===== src/rtl/assert_macros.svh =====
// Assertion helper macros shared by the remap address RTL.
// Depends on nothing; files that check their own logic include it.
`ifndef ASSERT_MACROS_SVH
`define ASSERT_MACROS_SVH

// Property checked on every clock edge outside reset.
`define ASSERT_ALWAYS(label, clk, rst, prop) \
   label: assert property (@(posedge clk) disable iff (rst) (prop)) \
      else $error("assertion failed");

// Same-cycle implication checked outside reset.
`define ASSERT_IMPLY(label, clk, rst, ante, cons) \
   label: assert property (@(posedge clk) disable iff (rst) (ante) |-> (cons)) \
      else $error("implication failed");

`endif


===== src/rtl/rdra_pkg.sv =====
// Shared types and constants for the radial distortion remap address block.
// Used by every module of the block; depends on nothing.
`timescale 1ns / 1ps

package rdra_pkg;

   localparam int COORD_BITS = 12;
   localparam int SIZE_BITS  = COORD_BITS + 1;
   localparam int FRAC_BITS  = 16;
   localparam int COEF_BITS  = 18;
   localparam int SCALE_BITS = 21;
   localparam int DX_BITS    = COORD_BITS + 1;
   localparam int SUMSQ_BITS = 2 * COORD_BITS + 1;
   localparam int ROOT_BITS  = 29;
   localparam int DIV_BITS   = 29;
   localparam int INDEX_BITS = 2 * COORD_BITS;

   localparam int CSR_IDX_BITS  = 3;
   localparam int CSR_DATA_BITS = COEF_BITS;

   localparam logic [CSR_IDX_BITS-1:0] CSR_IMAGE_WIDTH  = 3'd0;
   localparam logic [CSR_IDX_BITS-1:0] CSR_IMAGE_HEIGHT = 3'd1;
   localparam logic [CSR_IDX_BITS-1:0] CSR_CUBIC_COEFF  = 3'd2;
   localparam logic [CSR_IDX_BITS-1:0] CSR_SQUARE_COEFF = 3'd3;
   localparam logic [CSR_IDX_BITS-1:0] CSR_LINEAR_COEFF = 3'd4;

   typedef struct packed {
      logic [SIZE_BITS-1:0]          w;
      logic [SIZE_BITS-1:0]          h;
      logic [COORD_BITS-1:0]         d;
      logic [COORD_BITS-2:0]         cx;
      logic [COORD_BITS-2:0]         cy;
      logic signed [COEF_BITS-1:0]   a;
      logic signed [COEF_BITS-1:0]   b;
      logic signed [COEF_BITS-1:0]   c;
      logic signed [SCALE_BITS-1:0]  scale;
   } cfg_type;

   typedef struct packed {
      logic signed [DX_BITS-1:0] dx;
      logic signed [DX_BITS-1:0] dy;
   } side_type;

endpackage


===== src/rtl/rdra_div.sv =====
// Pipelined unsigned restoring divider, 29 by 29 bits, one quotient bit per stage.
// Depends on rdra_pkg and assert_macros.svh.
`timescale 1ns / 1ps
`include "assert_macros.svh"

module rdra_div (
   input  logic                             clock,
   input  logic                             reset,
   input  logic                             en,
   input  logic                             in_valid,
   input  logic [rdra_pkg::DIV_BITS-1:0]    num,
   input  logic [rdra_pkg::DIV_BITS-1:0]    den,
   input  rdra_pkg::side_type               in_side,
   output logic                             out_valid,
   output logic [rdra_pkg::DIV_BITS-1:0]    quo,
   output logic                             rem_nz,
   output rdra_pkg::side_type               out_side
);

   localparam int N = rdra_pkg::DIV_BITS;

   logic                valid_ff [N];
   logic [N-1:0]        rem_ff   [N];
   logic [N-1:0]        nq_ff    [N];
   logic [N-1:0]        den_ff   [N];
   rdra_pkg::side_type  side_ff  [N];

   logic [N-1:0]        rem_src  [N];
   logic [N-1:0]        nq_src   [N];
   logic [N-1:0]        den_src  [N];
   logic [N:0]          rs       [N];
   logic                ge       [N];

   for (genvar k = 0; k < N; k++) begin : g_stage
      if (k == 0) begin : g_first
         assign rem_src[k] = '0;
         assign nq_src[k]  = num;
         assign den_src[k] = den;
      end else begin : g_next
         assign rem_src[k] = rem_ff[k-1];
         assign nq_src[k]  = nq_ff[k-1];
         assign den_src[k] = den_ff[k-1];
      end
      // shift in the next dividend bit; quotient bits fill the low end
      assign rs[k] = {rem_src[k], nq_src[k][N-1]};
      assign ge[k] = (rs[k] >= {1'b0, den_src[k]});

      always_ff @(posedge clock) begin
         if (reset) begin
            valid_ff[k] <= 1'b0;
         end else if (en) begin
            valid_ff[k] <= (k == 0) ? in_valid : valid_ff[k-((k == 0) ? 0 : 1)];
         end
      end

      always_ff @(posedge clock) begin
         if (en) begin
            rem_ff[k]  <= ge[k] ? N'(rs[k] - {1'b0, den_src[k]}) : N'(rs[k]);
            nq_ff[k]   <= {nq_src[k][N-2:0], ge[k]};
            den_ff[k]  <= den_src[k];
            side_ff[k] <= (k == 0) ? in_side : side_ff[k-((k == 0) ? 0 : 1)];
         end
      end
   end

   assign out_valid = valid_ff[N-1];
   assign quo       = nq_ff[N-1];
   assign rem_nz    = |rem_ff[N-1];
   assign out_side  = side_ff[N-1];

   `ASSERT_IMPLY(a_div_rem_lt_den, clock, reset, valid_ff[N-1] && (|den_ff[N-1]),
                 rem_ff[N-1] < den_ff[N-1])

endmodule


===== config.mk =====
export PLATFORM = sky130hd
export DESIGN_NAME = rdra_div
export DESIGN_NICKNAME = d
export VERILOG_FILES = /design/src/rtl/rdra_pkg.sv /design/src/rtl/rdra_div.sv
export VERILOG_INCLUDE_DIRS = /design/src /design/src/rtl
export SDC_FILE = /design/constraint.sdc
export NUM_CORES = 2
export LEC_CHECK = 0
export BUFFER_PORTS_ARGS = -buffer_cell sky130_fd_sc_hd__buf_2
export CAP_MARGIN = 30
export CORE_MARGIN = 2
export CORE_UTILIZATION = 45
export DETAILED_ROUTE_END_ITERATION = 8
export PLACE_DENSITY_LB_ADDON = 0.2
export SLEW_MARGIN = 10
export SYNTH_ARGS = -nofsm -noshare
export SYNTH_HDL_FRONTEND = slang
export SYNTH_SLANG_ARGS = --single-unit

===== constraint.sdc =====
create_clock -name clock -period 10.1 [get_ports clock]
set_input_delay 2.02 -clock clock [delete_from_list [all_inputs] [get_ports clock]]
set_output_delay 2.02 -clock clock [all_outputs]
set_load 0.01 [all_outputs]

# Yosys cells after proc, flatten, opt, wreduce, memory -nomap -nowiden
# Memory sizes are Yosys's and may differ from the RTL's.
# Index checks and enable logic that the tools add are counted.
[totals] ff_bits=0 n_memories=5 output_inout_bits=57 mem_bits_rw=3306
[memory_table] name="den_ff" depth=29 word_bits=29 rd=28 rd_ports_with_merged_regs=0 write_ports=29 line="rdra_div.sv:25" source="logic [N-1:0] den_ff [N];"
[memory_table] name="nq_ff" depth=29 word_bits=29 rd=29 rd_ports_with_merged_regs=0 write_ports=29 line="rdra_div.sv:24" source="logic [N-1:0] nq_ff [N];"
[memory_table] name="rem_ff" depth=29 word_bits=29 rd=29 rd_ports_with_merged_regs=0 write_ports=29 line="rdra_div.sv:23" source="logic [N-1:0] rem_ff [N];"
[memory_table] name="side_ff" depth=29 word_bits=26 rd=29 rd_ports_with_merged_regs=0 write_ports=29 line="rdra_div.sv:26" source="rdra_pkg::side_type side_ff [N];"
[memory_table] name="valid_ff" depth=29 word_bits=1 rd=29 rd_ports_with_merged_regs=0 write_ports=29 line="rdra_div.sv:22" source="logic valid_ff [N];"
[classes] reduce_logical=1 addsub=29 bitwise=29 n_mux=64 order_cmp=29
[op_table] cell="29-bit two-way mux" count=29
[op_table] cell="30-bit by 29-bit >= comparator with 1-bit output" count=28
[op_table] cell="29-bit subtractor" count=28
[op_table] cell="1-bit two-way mux" count=35
[op_table] cell="1-bit by 29-bit >= comparator with 1-bit output" count=1
[op_table] cell="1-bit bitwise OR" count=29
[op_table] cell="29-bit OR reduction" count=1
[op_table] cell="1-bit by 29-bit subtractor with 29-bit output" count=1

# Depth between registers and ports, before layout
[depth] ltp_word=4 ltp_mapped=17 mapped_depth_nobuf=15

# Least setup slack after synthesis
# No wires, ideal clock.
[synth_timing] path_kind="input to register" start="input den[7] (netlist bit)" end="memory rem_ff[0][0] (netlist bit) (data pin)" required_time_ns=9.833 path_buffers=1 path_slack_ns=6.296 path_stages=7 setup_ns=0.267 arrival_time_ns=3.537 path_cell_list="nor4_1 > nand4_1 > nor4_1 > o211ai_1 > clkbuf_1 > nand2_1 > o21ai_0"
[synth_lines] item="from (decl)" line="rdra_div.sv:12" source="input logic [rdra_pkg::DIV_BITS-1:0] den,"
[synth_lines] item="to (decl)" line="rdra_div.sv:23"

==> results.json <==
{
  "cts_tree": "done",
  "antenna_found_initial": 11,
  "worst-path-max-fanout": 39,
  "post-route-min-period_ns": 4.63,
  "path_clk_slew_ns": 0.06,
  "drc_errors": 1,
  "hp-class": "flip-flop to flip-flop",
  "critPathLaunchType": "flip-flop",
  "drt-initial-drc-count": 7458,
  "routed_wl_um": 326000,
  "synth_cells": 11200,
  "power_uw": 51700,
  "crit_start": "nq_ff[24][28]$_DFFE_PP_",
  "grt.overflow.total": 0,
  "worst-slew-pin-transition_ns": 1.22,
  "root_buffer": "clkbuf_16",
  "cp-end-kind": "flip-flop",
  "layout-drive-gt1-share": 0.0945,
  "synth.avg_cell_area_um2": 13.5,
  "synth_cell_types": 101,
  "ys.flop_type": "edfxtp_1",
  "fin_skew_ns": 0.0637,
  "synthArstFlopShare": 0,
  "wl_per_cell_um": 20.2,
  "fp-row-count": 212,
  "status": "finished with violations",
  "core_region_area_um2": 333000,
  "fmax_mhz": 216,
  "cts-resized-gates": 0,
  "synth_commonest_cells": "edfxtp_1, inv_1, ha_1",
  "clk_latency_ns": 0.97,
  "fill_cells": 28300,
  "cts_max_path_buffers": 4,
  "hold_depth": 0,
  "seq_area_frac_synth": 0.654,
  "yosysTopAreaCell": "edfxtp_1",
  "dp_hpwl_um": 237000,
  "tns_ns": 0,
  "slew_violations": 0,
  "ioPinCount": 145,
  "layout.nets": 12400,
  "vias_per_cell": 5.38,
  "r2r_cells": 15,
  "clock_sinks": 3277,
  "first_pass_iters": 7,
  "grt_pass1_wl_um": 504000,
  "postCtsHoldBufs": 0,
  "numCtsBuffers": 357,
  "die_w_um": 582,
  "violations": "design-rule violations",
  "vdd_drop_max_uv": 154,
  "portBuffers": 144,
  "antenna_left": 0,
  "first_global_vias": 85800,
  "synth.top_cell.area_share": 0.654,
  "yosys_warnings": 0,
  "setup_violations": 0,
  "synth_edf_count": 3277,
  "final_hold_viol_count": 0,
  "crit_required_ns": 10.77,
  "synth.most_common_cell": "edfxtp_1",
  "worstSetupPathType": "flip-flop to flip-flop",
  "cts_htree_levels": 5,
  "p_leak_uw": 0.0649,
  "slew_headroom": 0.185,
  "synth_nets": 12100,
  "syn-cell-area_um2": 150000,
  "synthToLayoutAreaGrowth_pct": 11.7,
  "place_congestion": 0.894,
  "rr_startpoint": "nq_ff[24][28]$_DFFE_PP_",
  "postCtsSetupBuffers": 0,
  "grtUsageTotal": 0.189,
  "rsz0062_at_grt": "no",
  "die_h_um": 582,
  "hp-start": "nq_ff[14][21]$_DFFE_PP_",
  "die-area_um2": 339000,
  "synth_seq_cells": 3277,
  "synth_area_leaders": "edfxtp_1, ha_1, a21oi_1",
  "initial_utilization": 0.451,
  "vias": 87100,
  "drv_cap": 0,
  "grt_start_max_net_pins": 200,
  "fin_crit_sh": 0.458,
  "cp_data_arrival_time_ns": 5.30,
  "pwr_density_cell_nw_per_um2": 308
}
[worst paths after layout]
path	to	slack [ns]
setup / recovery	rem_ff[25][24]$_DFFE_PP_	5.47
hold / removal	nq_ff[15][22]$_DFFE_PP_	0.39
setup reg to reg	rem_ff[25][24]$_DFFE_PP_	5.47
hold reg to reg	nq_ff[15][22]$_DFFE_PP_	0.39
[per-stage QoR]
step / utilization / setup slack, ns / hold WS [ns] / cell area, um^2 / std cells
final: 0.504 / 5.47 / 0.392 / 168000 / 16200
after global routing: 0.504 / 5.11 / 0.386 / 168000 / 16200
after CTS: 0.504 / 5.46 / 0.384 / 168000 / 16200
after detailed placement: 0.469 / 5.36 / 0.405 / 156000 / 15500
after global placement: 0.469 / 5.32 / 0.400 / 156000 / 15500
after floorplan: - / 6.30 / 0.400 / 150000 / 11200
[kinds of logic after synthesis]
group / synth area share
simple gates: 0.0663
xor+xnor: 0.0396
mux: 0.0256
buf+inv: 0.0338
fa+ha+maj: 0.0715
compound gates: 0.109
flops: 0.654
[power breakdown]
part           total (uW)  leakage (uW)  internal (uW)  switching, uW
clock network       12700       0.00554           7370           5350
logic               18500        0.0273           7930          10600
registers           20400        0.0321          18700           1760
[final cells by class]
type / instances / area [um^2] / area share
Inverter: 1062 / 3990 / 0.0237
Clock inverter: 217 / 2180 / 0.0130
Timing Repair Buffer: 221 / 1620 / 0.00962
Sequential cell: 3277 / 98400 / 0.586
Clock buffer: 427 / 9240 / 0.0550
Antenna cell: 3 / 7.51 / 0.0000447
Multi-Input combinational cell: 6576 / 47100 / 0.280
Tap cell: 4387 / 5490 / 0.0327
[registers in the layout, summed over array words and instances, names as in the netlist]
register	count
nq_ff	841
rem_ff	841
den_ff	812
valid_ff	29
side_ff	754
[cell usage in the layout (no fill, tap or decap), drive strengths merged, types with 21 or more instances in the layout]
master	Yosys	final
mux2	318	318
nor2b	99	99
o21ai	707	707
o211ai	37	37
inv	1061	1073
fa	28	28
nor3	83	83
nand4	108	108
a221oi	27	27
nor2	453	453
bufinv	0	32
clkinv	1	158
and3	71	71
a211o	30	30
a21o	357	357
or2	21	21
a211oi	81	81
xor2	275	275
nand3	158	158
a2111oi	21	21
nand2	767	767
a21oi	803	803
ha	814	814
xnor2	405	405
and2	67	67
nand2b	86	86
nor4	49	49
buf	87	220
clkbuf	150	427
a31o	22	22
edfxtp	3277	3277
a31oi	95	95
o21a	83	83
mux2i	22	22
o21bai	100	100
or3	34	34
o31ai	62	62
[worst max-delay path, stage by stage (launching register included)]
cell       delay (ns)
edfxtp_1         0.38
inv_1            0.07
ha_1             0.17
inv_1            0.06
fa_1             0.39
a21oi_1          0.23
o21ai_1          0.11
a2111oi_0        0.70
o311ai_1         0.28
nand4_1          0.18
a31oi_1          0.11
a21o_1           0.22
a21oi_2          0.50
buf_4            0.44
inv_1            0.20
mux2_2           0.31
[per-layer routing]
metal,part of all wire,GRT usage,up-vias
met4,0.029,0.0545,6
met1,0.47,0.273,42400
met5,0.00013,0,-
met2,0.45,0.298,1965
li1,-,-,42200
met3,0.047,0.0271,520
(Power assumes the default switching activity.)
