`src/rtl/assert_macros.svh`:
```
// Assertion helper macros shared by the remap address RTL.
// Depends on nothing; files that check their own logic include it.
`ifndef ASSERT_MACROS_SVH
`define ASSERT_MACROS_SVH

// Property checked on every clock edge outside reset.
`define ASSERT_ALWAYS(label, clk, rst, prop) \
   label: assert property (@(posedge clk) disable iff (rst) (prop)) \
      else $error("assertion failed");

// Same-cycle implication checked outside reset.
`define ASSERT_IMPLY(label, clk, rst, ante, cons) \
   label: assert property (@(posedge clk) disable iff (rst) (ante) |-> (cons)) \
      else $error("implication failed");

`endif

```
`src/rtl/rdra_pkg.sv`:
```
// Shared types and constants for the radial distortion remap address block.
// Used by every module of the block; depends on nothing.
`timescale 1ns / 1ps

package rdra_pkg;

   localparam int COORD_BITS = 12;
   localparam int SIZE_BITS  = COORD_BITS + 1;
   localparam int FRAC_BITS  = 16;
   localparam int COEF_BITS  = 18;
   localparam int SCALE_BITS = 21;
   localparam int DX_BITS    = COORD_BITS + 1;
   localparam int SUMSQ_BITS = 2 * COORD_BITS + 1;
   localparam int ROOT_BITS  = 29;
   localparam int DIV_BITS   = 29;
   localparam int INDEX_BITS = 2 * COORD_BITS;

   localparam int CSR_IDX_BITS  = 3;
   localparam int CSR_DATA_BITS = COEF_BITS;

   localparam logic [CSR_IDX_BITS-1:0] CSR_IMAGE_WIDTH  = 3'd0;
   localparam logic [CSR_IDX_BITS-1:0] CSR_IMAGE_HEIGHT = 3'd1;
   localparam logic [CSR_IDX_BITS-1:0] CSR_CUBIC_COEFF  = 3'd2;
   localparam logic [CSR_IDX_BITS-1:0] CSR_SQUARE_COEFF = 3'd3;
   localparam logic [CSR_IDX_BITS-1:0] CSR_LINEAR_COEFF = 3'd4;

   typedef struct packed {
      logic [SIZE_BITS-1:0]          w;
      logic [SIZE_BITS-1:0]          h;
      logic [COORD_BITS-1:0]         d;
      logic [COORD_BITS-2:0]         cx;
      logic [COORD_BITS-2:0]         cy;
      logic signed [COEF_BITS-1:0]   a;
      logic signed [COEF_BITS-1:0]   b;
      logic signed [COEF_BITS-1:0]   c;
      logic signed [SCALE_BITS-1:0]  scale;
   } cfg_type;

   typedef struct packed {
      logic signed [DX_BITS-1:0] dx;
      logic signed [DX_BITS-1:0] dy;
   } side_type;

endpackage

```
`src/rtl/rdra_cfg.sv`:
```
// Configuration registers and the image geometry derived from them.
// Depends on rdra_pkg.
`timescale 1ns / 1ps

module rdra_cfg (
   input  logic                                clock,
   input  logic                                reset,
   input  logic                                csr_we,
   input  logic [rdra_pkg::CSR_IDX_BITS-1:0]   csr_index,
   input  logic [rdra_pkg::CSR_DATA_BITS-1:0]  csr_wdata,
   output rdra_pkg::cfg_type                   cfg
);

   logic [rdra_pkg::SIZE_BITS-1:0]        width_ff, height_ff, w, h, wh_min;
   logic signed [rdra_pkg::COEF_BITS-1:0] cubic_ff, square_ff, linear_ff;

   always_ff @(posedge clock) begin
      if (reset) begin
         width_ff  <= 13'd640;
         height_ff <= 13'd480;
         cubic_ff  <= -18'sd506;
         square_ff <= 18'sd1752;
         linear_ff <= '0;
      end else if (csr_we) begin
         unique case (csr_index)
            rdra_pkg::CSR_IMAGE_WIDTH:  width_ff  <= csr_wdata[rdra_pkg::SIZE_BITS-1:0];
            rdra_pkg::CSR_IMAGE_HEIGHT: height_ff <= csr_wdata[rdra_pkg::SIZE_BITS-1:0];
            rdra_pkg::CSR_CUBIC_COEFF:  cubic_ff  <= $signed(csr_wdata);
            rdra_pkg::CSR_SQUARE_COEFF: square_ff <= $signed(csr_wdata);
            rdra_pkg::CSR_LINEAR_COEFF: linear_ff <= $signed(csr_wdata);
            default: ;
         endcase
      end
   end

   // saturate sizes to 2 .. 4096
   always_comb begin
      w = width_ff;
      if (width_ff < 13'd2) w = 13'd2;
      else if (width_ff[12] && (|width_ff[11:0])) w = 13'h1000;
      h = height_ff;
      if (height_ff < 13'd2) h = 13'd2;
      else if (height_ff[12] && (|height_ff[11:0])) h = 13'h1000;
      wh_min = (w < h) ? w : h;
   end

   always_comb begin
      cfg.w     = w;
      cfg.h     = h;
      cfg.d     = wh_min[12:1];
      cfg.cx    = 11'((w - 13'd1) >> 1);
      cfg.cy    = 11'((h - 13'd1) >> 1);
      cfg.a     = cubic_ff;
      cfg.b     = square_ff;
      cfg.c     = linear_ff;
      cfg.scale = 21'sd65536 - 21'(cubic_ff) - 21'(square_ff) - 21'(linear_ff);
   end

endmodule

```
`config.mk`:
```
export PLATFORM = sky130hd
export DESIGN_NAME = rdra_cfg
export DESIGN_NICKNAME = d
export VERILOG_FILES = /design/src/rtl/assert_macros.svh /design/src/rtl/rdra_pkg.sv /design/src/rtl/rdra_cfg.sv
export SDC_FILE = /design/constraint.sdc
export NUM_CORES = 1
export LEC_CHECK = 0
export ABC_AREA = 1
export BUFFER_PORTS_ARGS = -buffer_cell sky130_fd_sc_hd__buf_2
export CAP_MARGIN = 5
export CORE_ASPECT_RATIO = 1.25
export CORE_MARGIN = 8
export CORE_UTILIZATION = 50
export DETAILED_ROUTE_END_ITERATION = 10
export GPL_TIMING_DRIVEN = 0
export HOLD_SLACK_MARGIN = 0.1
export PLACE_DENSITY = 0.74
export SYNTH_ARGS = -nofsm -noshare
export SYNTH_HDL_FRONTEND = slang
export SYNTH_SLANG_ARGS = --single-unit
export TNS_END_PERCENT = 100
```
`constraint.sdc`:
```
create_clock -name clock -period 5.23 [get_ports clock]
set_input_delay 0.523 -clock clock [delete_from_list [all_inputs] [get_ports clock]]
set_output_delay 0.523 -clock clock [all_outputs]
set_load 0.1 [all_outputs]
```
Word level (Yosys, flattened, before mapping)
Cells that the tools add are included.
W data, S select, Z words.
{ "totals": {"reg_bits": 80, "in_bits": 24, "wordCells": 32, "output_inout_bits": 135} }
{ "op_classes": {"n_mux": 5, "n_addsub": 5, "reduce_logical": 10, "magnitude_cmp": 3, "eq_ne": 4} }
{ "ops": {"columns": ["op", "count"], "rows": [
  ["$mux W13", 5],
  ["$lt A13 B2 Y1 const B", 2],
  ["$reduce_or A12 Y1", 2],
  ["$sub A12 B1 Y12 const B", 2],
  ["$sub A20 B18 Y21", 1],
  ["$sub A19 B18 Y20", 1],
  ["$sub A18 B18 Y19 const A", 1],
  ["$lt A13 B13 Y1", 1],
  ["$reduce_and A2 Y1", 5],
  ["$eq A3 B2 Y1 const B", 2],
  ["$eq A3 B1 Y1 const B", 1],
  ["$eq A3 B3 Y1 const B", 1],
  ["$logic_not A3 Y1", 1],
  ["$logic_and A1 B1 Y1", 2]
]} }

Depth between registers and ports, before layout
Gate-level depths: netlist of the first run.
{ "logic_depth": {"word_depth": 6, "mapped_depth": 18, "ltp_nobuf": 17} }

Worst setup path after synthesis of the first run
Ideal clock, no wire load.
{ "synth_path": {"path_type": "register to output", "startpoint": "register cubic_ff[1] (netlist bit)", "endpoint": "output port cfg[15] (netlist bit)", "path_buffers": 0, "required_time_ns": 4.707, "arrival_time_ns": 4.512, "stages_incl_launch_ff": 11, "setup_slack_ns": 0.195, "cell_sequence": "dfxtp_1 -> ha_1 -> fa_1 -> inv_1 -> ha_1 -> fa_1 -> nand3_1 -> nand2_1 -> a21boi_1 -> o21ai_0 -> xor2_1"} }
{ "synth_lines": {"columns": ["item", "line", "source"], "rows": [
  ["start: declaration", "rdra_cfg.sv:15", "logic signed [rdra_pkg::COEF_BITS-1:0] cubic_ff, square_ff, linear_ff;"],
  ["start signal: assignment", "rdra_cfg.sv:21", "cubic_ff <= -18'sd506;"],
  ["start signal: assignment", "rdra_cfg.sv:28", "rdra_pkg::CSR_CUBIC_COEFF: cubic_ff <= $signed(csr_wdata);"],
  ["end: declaration", "rdra_cfg.sv:11", "output rdra_pkg::cfg_type cfg"]
]} }

==> impl_metrics.ini, run 1 <==
[timing]
fin_crit_sh = 0.814
slew_headroom = 0.582
max_slew.worst_pin.slew_ns = 0.619
fin_crit_ns = 4.25
worst_slack_ns = 0.975
setup_viol = 0
final_max_slew_viol_count = 0
finClkSkew_ns = 0
hold_viol = 0
finalSetupTns_ns = 0
max_freq_ghz = 0.235
rsz0062_at_grt = no

[placed_design]
dp_hpwl_um = 15400
pre_cts_ws_ns = 1.36
dpl.cell_count = 1139
routabilityCongestion = 0.893
dpl_cell_area_um2 = 6830
port_buffers = 158

[detailed_routing]
dr.pass1.iters = 5
routedWlPerCell_um = 16.2
via_per_inst = 5.32
postRouteAntennaNets = 0
num_vias = 6149
wirelength_um = 18700
drtIter0Drc = 350
drc_errors = 0

[logic_synthesis]
yosys.area_share.xor_xnor = 0.0314
synth-edff-count = 0
yosys.area_share.simple = 0.246
synth-seq-cells = 80
synth_top_area_cell = dfxtp_1
synth_area_leaders = dfxtp_1, ha_1, nand2_1, inv_1, o21ai_0
yosysTopAreaCellShare = 0.273
synth-adder-area-share = 0.175
synth_top_family_by_area = simple AND/OR/NAND/NOR gates
ys.flop_type = dfxtp_1
yosysWarningCount = 0
ys_seq_area_frac = 0.273
synth_compound_area_frac = 0.169
synth_cell_types = 37
synth.avg_cell_area_um2 = 6.96
synth_nets = 938
async_reset_ff_frac = 0
synth.area.mux_share = 0
syn_area_um2 = 5860
synthCells = 843

[die]
die_x_um = 113
core.rowCount = 44
initial_core_util = 0.510
die_h_um = 137
core_area_um2 = 11500
die-area_um2 = 15500
io-pin-count = 159

[power]
leakage_uw = 0.00370
ir_worst_vdd_mv = 0.498
total_power_uw = 3010
powerDensity_nw_per_um2 = 421

[clocking]
cts-htree-levels = 3
clk_latency_ns = 0.33
cts_setup_buffers = 0
clockRootBuffer = clkbuf_16
cts_buffers = 9
clockBufferDepth = 2
cts_resized = 0
cts_tree = done
cts.clk_slew.worst_paths_ns = 0.06
cts_hold_buf = 0
cts_sinks = 80

[cells_and_area]
register_area_um2 = 1600
stdcell_area_um2 = 7150
final_cells = 1156
drive_gt1_frac = 0.211
nets = 1107
multi_input_comb_area_um2 = 3640
n_fill_cell = 1133
area_delta_synth_final_pct = 21.9

[global_routing]
globalRouteTotalUtil = 0.242
grt_pass1_vias = 6161
antenna_found_initial = 1
grt_max_degree = 15
grt.overflow.total = 0
grt_pass1_wl_um = 29800

[critical_path]
cp.arrival_ns = 3.73
timing.rr.start = height_ff[3]
crit_path_end_kind = primary output
critPathRequiredTime_ns = 4.71
start_kind = flip-flop
crit_start = square_ff[1]
critPathMaxFanout = 4
crit_type = reg -> out

[run]
maxCapViolCount = 0

[min_path]
hp-start = csr_wdata[17]
hp-class = in -> reg

[status]
status = completed
==> sequential cells by signal (all words and copies together), names as in the netlist <==
name / flops
cubic_ff: 18
height_ff: 13
linear_ff: 18
square_ff: 18
width_ff: 13
==> cells by family after synthesis <==
logic type | after synthesis
simple gates | 333
compound gates | 183
buf+inv | 155
flops | 80
fa+ha+maj | 71
xor+xnor | 21
==> synthesized netlist by cell type, types with 9 or more instances <==
| cell | number |
|---|---|
| a21oi_1 | 74 |
| o21ai_1 | 9 |
| nand2_1 | 174 |
| nor2_1 | 74 |
| nand2_2 | 9 |
| nand3_1 | 46 |
| fa_1 | 18 |
| o21ai_0 | 76 |
| inv_2 | 11 |
| inv_1 | 116 |
| xor2_1 | 16 |
| o211ai_1 | 11 |
| dfxtp_1 | 80 |
| ha_1 | 53 |
| clkbuf_1 | 22 |
==> worst paths after layout <==
path | end | slack (ns) | cells after the start
hold reg to reg | width_ff[1] | 0.46 | 2
setup / recovery | cfg[13] | 0.98 | 13
setup reg to reg | height_ff[3] | 4.46 | 2
hold / removal | cubic_ff[17] | 0.43 | 3
==> per-layer routing <==
layer  routed length (um)  track usage  up-vias
li1                     -            -     3073
met1                 7160        0.252     2773
met2                 9160        0.435      239
met3                 1420       0.0517       64
met4                  965        0.156        0
met5                    0            0        -
==> where the power goes <==
| group | internal, uW | leakage (uW) | switching, uW |
|---|---|---|---|
| Clock | 421 | 0.000153 | 255 |
| Sequential | 631 | 0.000651 | 17.0 |
| Combinational | 289 | 0.00289 | 1390 |
==> critical path, cell delays in order (launching register included) <==
cell,delay (ns)
dfxtp_1,0.32
ha_1,0.31
fa_1,0.53
inv_1,0.04
ha_1,0.30
fa_1,0.47
nand3_1,0.10
nand2_1,0.09
a21boi_1,0.33
o21ai_1,0.20
nand2_1,0.12
nand3_1,0.07
nand2_1,0.08
buf_2,0.42
==> cell type report <==
cell class | instances | share of cell area
multi-input cells | 608 | 0.509
flip-flops and latches | 80 | 0.224
repair buffers | 158 | 0.111
inverters | 127 | 0.0667
clock buffers | 10 | 0.0320
well taps | 138 | 0.0242
plain buffers | 28 | 0.0203
clock inverters | 6 | 0.0126
diodes | 1 | 0.000350
==> cells in the final DEF (no fill, tap or decap), types with 2 or more instances in the layout <==
cell type    n
inv_6        2
nor2_1      74
nand2_1    174
dfxtp_1     80
ha_1        53
nand4_1      5
nand2_4      4
a21boi_1     2
nor2_4       2
xor2_1      16
clkbuf_16    9
nor3_1       8
o21ai_0     76
inv_2       11
o21ai_1      9
buf_2      159
o211ai_1    11
a21oi_1     74
o21ai_2      2
a21o_1       2
buf_6        3
nor2_2       6
clkbuf_1    23
nand3_1     46
inv_1      116
fa_1        18
nor4_1       2
bufinv_16    2
nand2_2      9
xnor2_1      5
o41ai_1      3
==> per-stage QoR <==
step	hold slack (ns)	util
after floorplan	0.436	-
after global placement	0.452	0.593
after detailed placement	0.451	0.593
after CTS	0.424	0.621
after global routing	0.441	0.621
final	0.435	0.621
Note: power is estimated with default switching activity, not from simulation.
==> run 2: changes to the inputs <==
Settings changed: ABC_AREA 1 to 0.
Clock period 5.23 ns to 4 ns, I/O delays scaled along.
==> run 2 against run 1 <==
The flow now finishes with violations (setup timing). Power grew 19%. Non-clock buffer count increased by 31. Wire length is 8.4% higher. Clock skew stayed put. Critical path depth shrank 1. Die area is 0.63% lower. Sequential power rose by 28%. Register-to-register slack got worse by 1.8 ns. Worst hold slack got worse by 0.11 ns. Cell count is 4.8% lower. Utilization is 11 points higher. Critical path type unchanged. Critical endpoint is now cfg[100]. Largest power group unchanged.
==> impl_metrics.ini, run 2 <==
[status]
status = finished with violations
failed_checks = setup timing

[die]
core.rowCount = 44
core_area_um2 = 11500
die_h_um = 137
initial_core_util = 0.506
io-pin-count = 159
die-area_um2 = 15400
die_x_um = 113

[global_routing]
grt_pass1_wl_um = 31500
grt_pass1_vias = 6317
globalRouteTotalUtil = 0.254
grt.overflow.total = 0
grt_max_degree = 14
antenna_found_initial = 1

[cells_and_area]
final_cell_mix = nand2_1, buf_2, inv_1
final_common_cell = nand2_1
reg.largest.list = cubic_ff (18), linear_ff (18), square_ff (18)
area_delta_synth_final_pct = 44.1
stdcell_area_um2 = 8390
n_fill_cell = 876
final_cells = 1101
drive_gt1_frac = 0.359
nets = 1052

[logic_synthesis]
synthCells = 768
synth_compound_area_frac = 0.152
ys_seq_area_frac = 0.275
yosys.area_share.xor_xnor = 0.0346
yosysTopAreaCellShare = 0.275
synth_top_area_cell = dfxtp_1
synth_most_common_cell = nand2_1
synth-edff-count = 0
synth.avg_cell_area_um2 = 7.58
yosysWarningCount = 0
syn_area_um2 = 5820
ys.flop_type = dfxtp_1
synth-seq-cells = 80
synth.area.mux_share = 0.0228
synth_cell_types = 67
synth_area_leaders = dfxtp_1, nand2_1, ha_1, a21oi_1, fa_1
yosys.area_share.simple = 0.259
synth_nets = 863
synth-adder-area-share = 0.176
post_synth_most_frequent_cells = nand2_1, inv_1, a21oi_1, dfxtp_1, ha_1
synth_top_family_by_area = simple AND/OR/NAND/NOR gates
async_reset_ff_frac = 0

[critical_path]
cp_num_buf_inv = 3
cp-endpoint = cfg[100]
start_kind = flip-flop
critPathMaxStageDelay_ns = 0.45
critPathTopFamily = simple AND/OR/NAND/NOR gates
crit_type = reg -> out
timing.rr.start = width_ff[12]
crit_start = height_ff[6]
slowest_stage = or4_4
rr_worst_depth = 4
reg2reg_setup_slack_ns = 2.67
crit_path_end_kind = primary output
critPathMaxFanout = 5
cp.arrival_ns = 3.67
critPathRequiredTime_ns = 3.60
r2r-end = width_ff[12]
cp_num_cells = 12
cp_cell_sequence = nor4_4 -> nand4_2 -> o41ai_4 -> buf_6 -> nand2_4 -> ha_4 -> nand4_1 -> or4_4 -> o211ai_4 -> clkbuf_16 -> mux2i_4 -> buf_12

[timing]
setup_viol = 11
slew_headroom = 0.189
finClkSkew_ns = 0
fin_crit_sh = 1.02
max_freq_ghz = 0.246
worst_slack_ns = -0.0695
final_max_slew_viol_count = 0
fin_crit_ns = 4.07
hold_viol = 0
rsz0062_at_grt = yes
max_slew.worst_pin.slew_ns = 1.20

[placed_design]
dp_hpwl_um = 15500
dpl_cell_area_um2 = 7340
dpl.cell_count = 1062
routabilityCongestion = 0.903
pre_cts_ws_ns = -0.393
port_buffers = 156

[clocking]
cts.clk_slew.worst_paths_ns = 0.06
clockBufferDepth = 2
cts_sinks = 80
cts-htree-levels = 3
cts_hold_buf = 0
cts_buffers = 9
cts_tree = done
clk_latency_ns = 0.33
clockRootBuffer = clkbuf_16

[power]
ir_worst_vdd_mv = 0.357
leakage_uw = 0.00371
powerDensity_nw_per_um2 = 426

[detailed_routing]
wirelength_um = 20300
dr.pass1.iters = 6
postRouteAntennaNets = 0
num_vias = 6143
drc_errors = 0
routedWlPerCell_um = 18.4
drtIter0Drc = 423
via_per_inst = 5.58

[run]
maxCapViolCount = 0

[min_path]
hp-class = in -> reg
==> run 2: changes by cell type in the layout (fill, tap and decap cells not counted), moves of 14 or more <==
cell | previous run | this run
xor2_1 | 16 | 2
nand3_1 | 46 | 14
dfxtp_4 | 0 | 28
buf_4 | 0 | 22
nand3b_1 | 1 | 23
inv_1 | 116 | 83
o21ai_0 | 76 | 9
nor2_1 | 74 | 19
dfxtp_2 | 0 | 27
buf_2 | 159 | 133
dfxtp_1 | 80 | 25
==> run 2: layout make-up <==
type	count	area, um^2	share of cell area
clock buffers	13	282	0.0336
repair buffers	179	1220	0.145
clock inverters	3	21.3	0.00254
well taps	138	173	0.0206
plain buffers	38	168	0.0200
multi-input cells	564	4460	0.532
diodes	1	2.50	0.000298
flip-flops and latches	80	1740	0.207
inverters	85	327	0.0389
==> run 2: what timing repair did <==
action,CTS,global route
buffers inserted,11,11
gates resized for setup,105,26
gates cloned,1,0
pin swaps,10,12
endpoints found under the setup margin,25,24
==> run 2: power by group <==
group	internal [uW]	switching, uW
registers	805	23.9
clock network	492	314
logic	521	1420
==> run 2: worst min-delay path by stage <==
stage,start,to,slack (ns),depth (start not counted)
after floorplan,width_ff[0],width_ff[0],0.45,2
after global placement,square_ff[15],square_ff[15],0.45,2
after detailed placement,square_ff[13],square_ff[13],0.46,2
after CTS,csr_wdata[15],cubic_ff[15],0.31,3
after global routing,csr_wdata[16],cubic_ff[16],0.33,3
final,csr_wdata[15],linear_ff[15],0.33,3
==> run 2: through the flow <==
step                      setup TNS (ns)  power (uW)   util  hold slack [ns]
after detailed placement           -4.35        2580  0.638            0.455
after global placement             -3.34        2560  0.638            0.452
final                             -0.513        3580  0.729            0.327
after global routing               -1.74        3690  0.729            0.331
after CTS                         -0.671        3520  0.713            0.315
after floorplan                   -0.450        2320      -            0.445
==> run 2: cells by family after synthesis <==
logic type	Yosys count
XOR/XNOR	23
AND/OR/NAND/NOR	316
adder cells (fa/ha/maj)	71
flip-flops	80
AO/OA/AOI/OAI	142
buffers and inverters	124
multiplexers	12
==> run 2: metal layers <==
layer | wire length [um] | vias up | GRT usage
met4 | 684 | 2 | 0.115
met5 | 11 | - | 0
met3 | 1200 | 44 | 0.0481
li1 | - | 2946 | -
met1 | 7490 | 2887 | 0.254
met2 | 10900 | 264 | 0.499
==> run 2: worst reg2reg max path, cell delays in order, from the launching register on <==
cell	delay, ns
dfxtp_1	0.44
clkbuf_2	0.29
clkbuf_2	0.30
nand2_1	0.08
a21oi_1	0.14
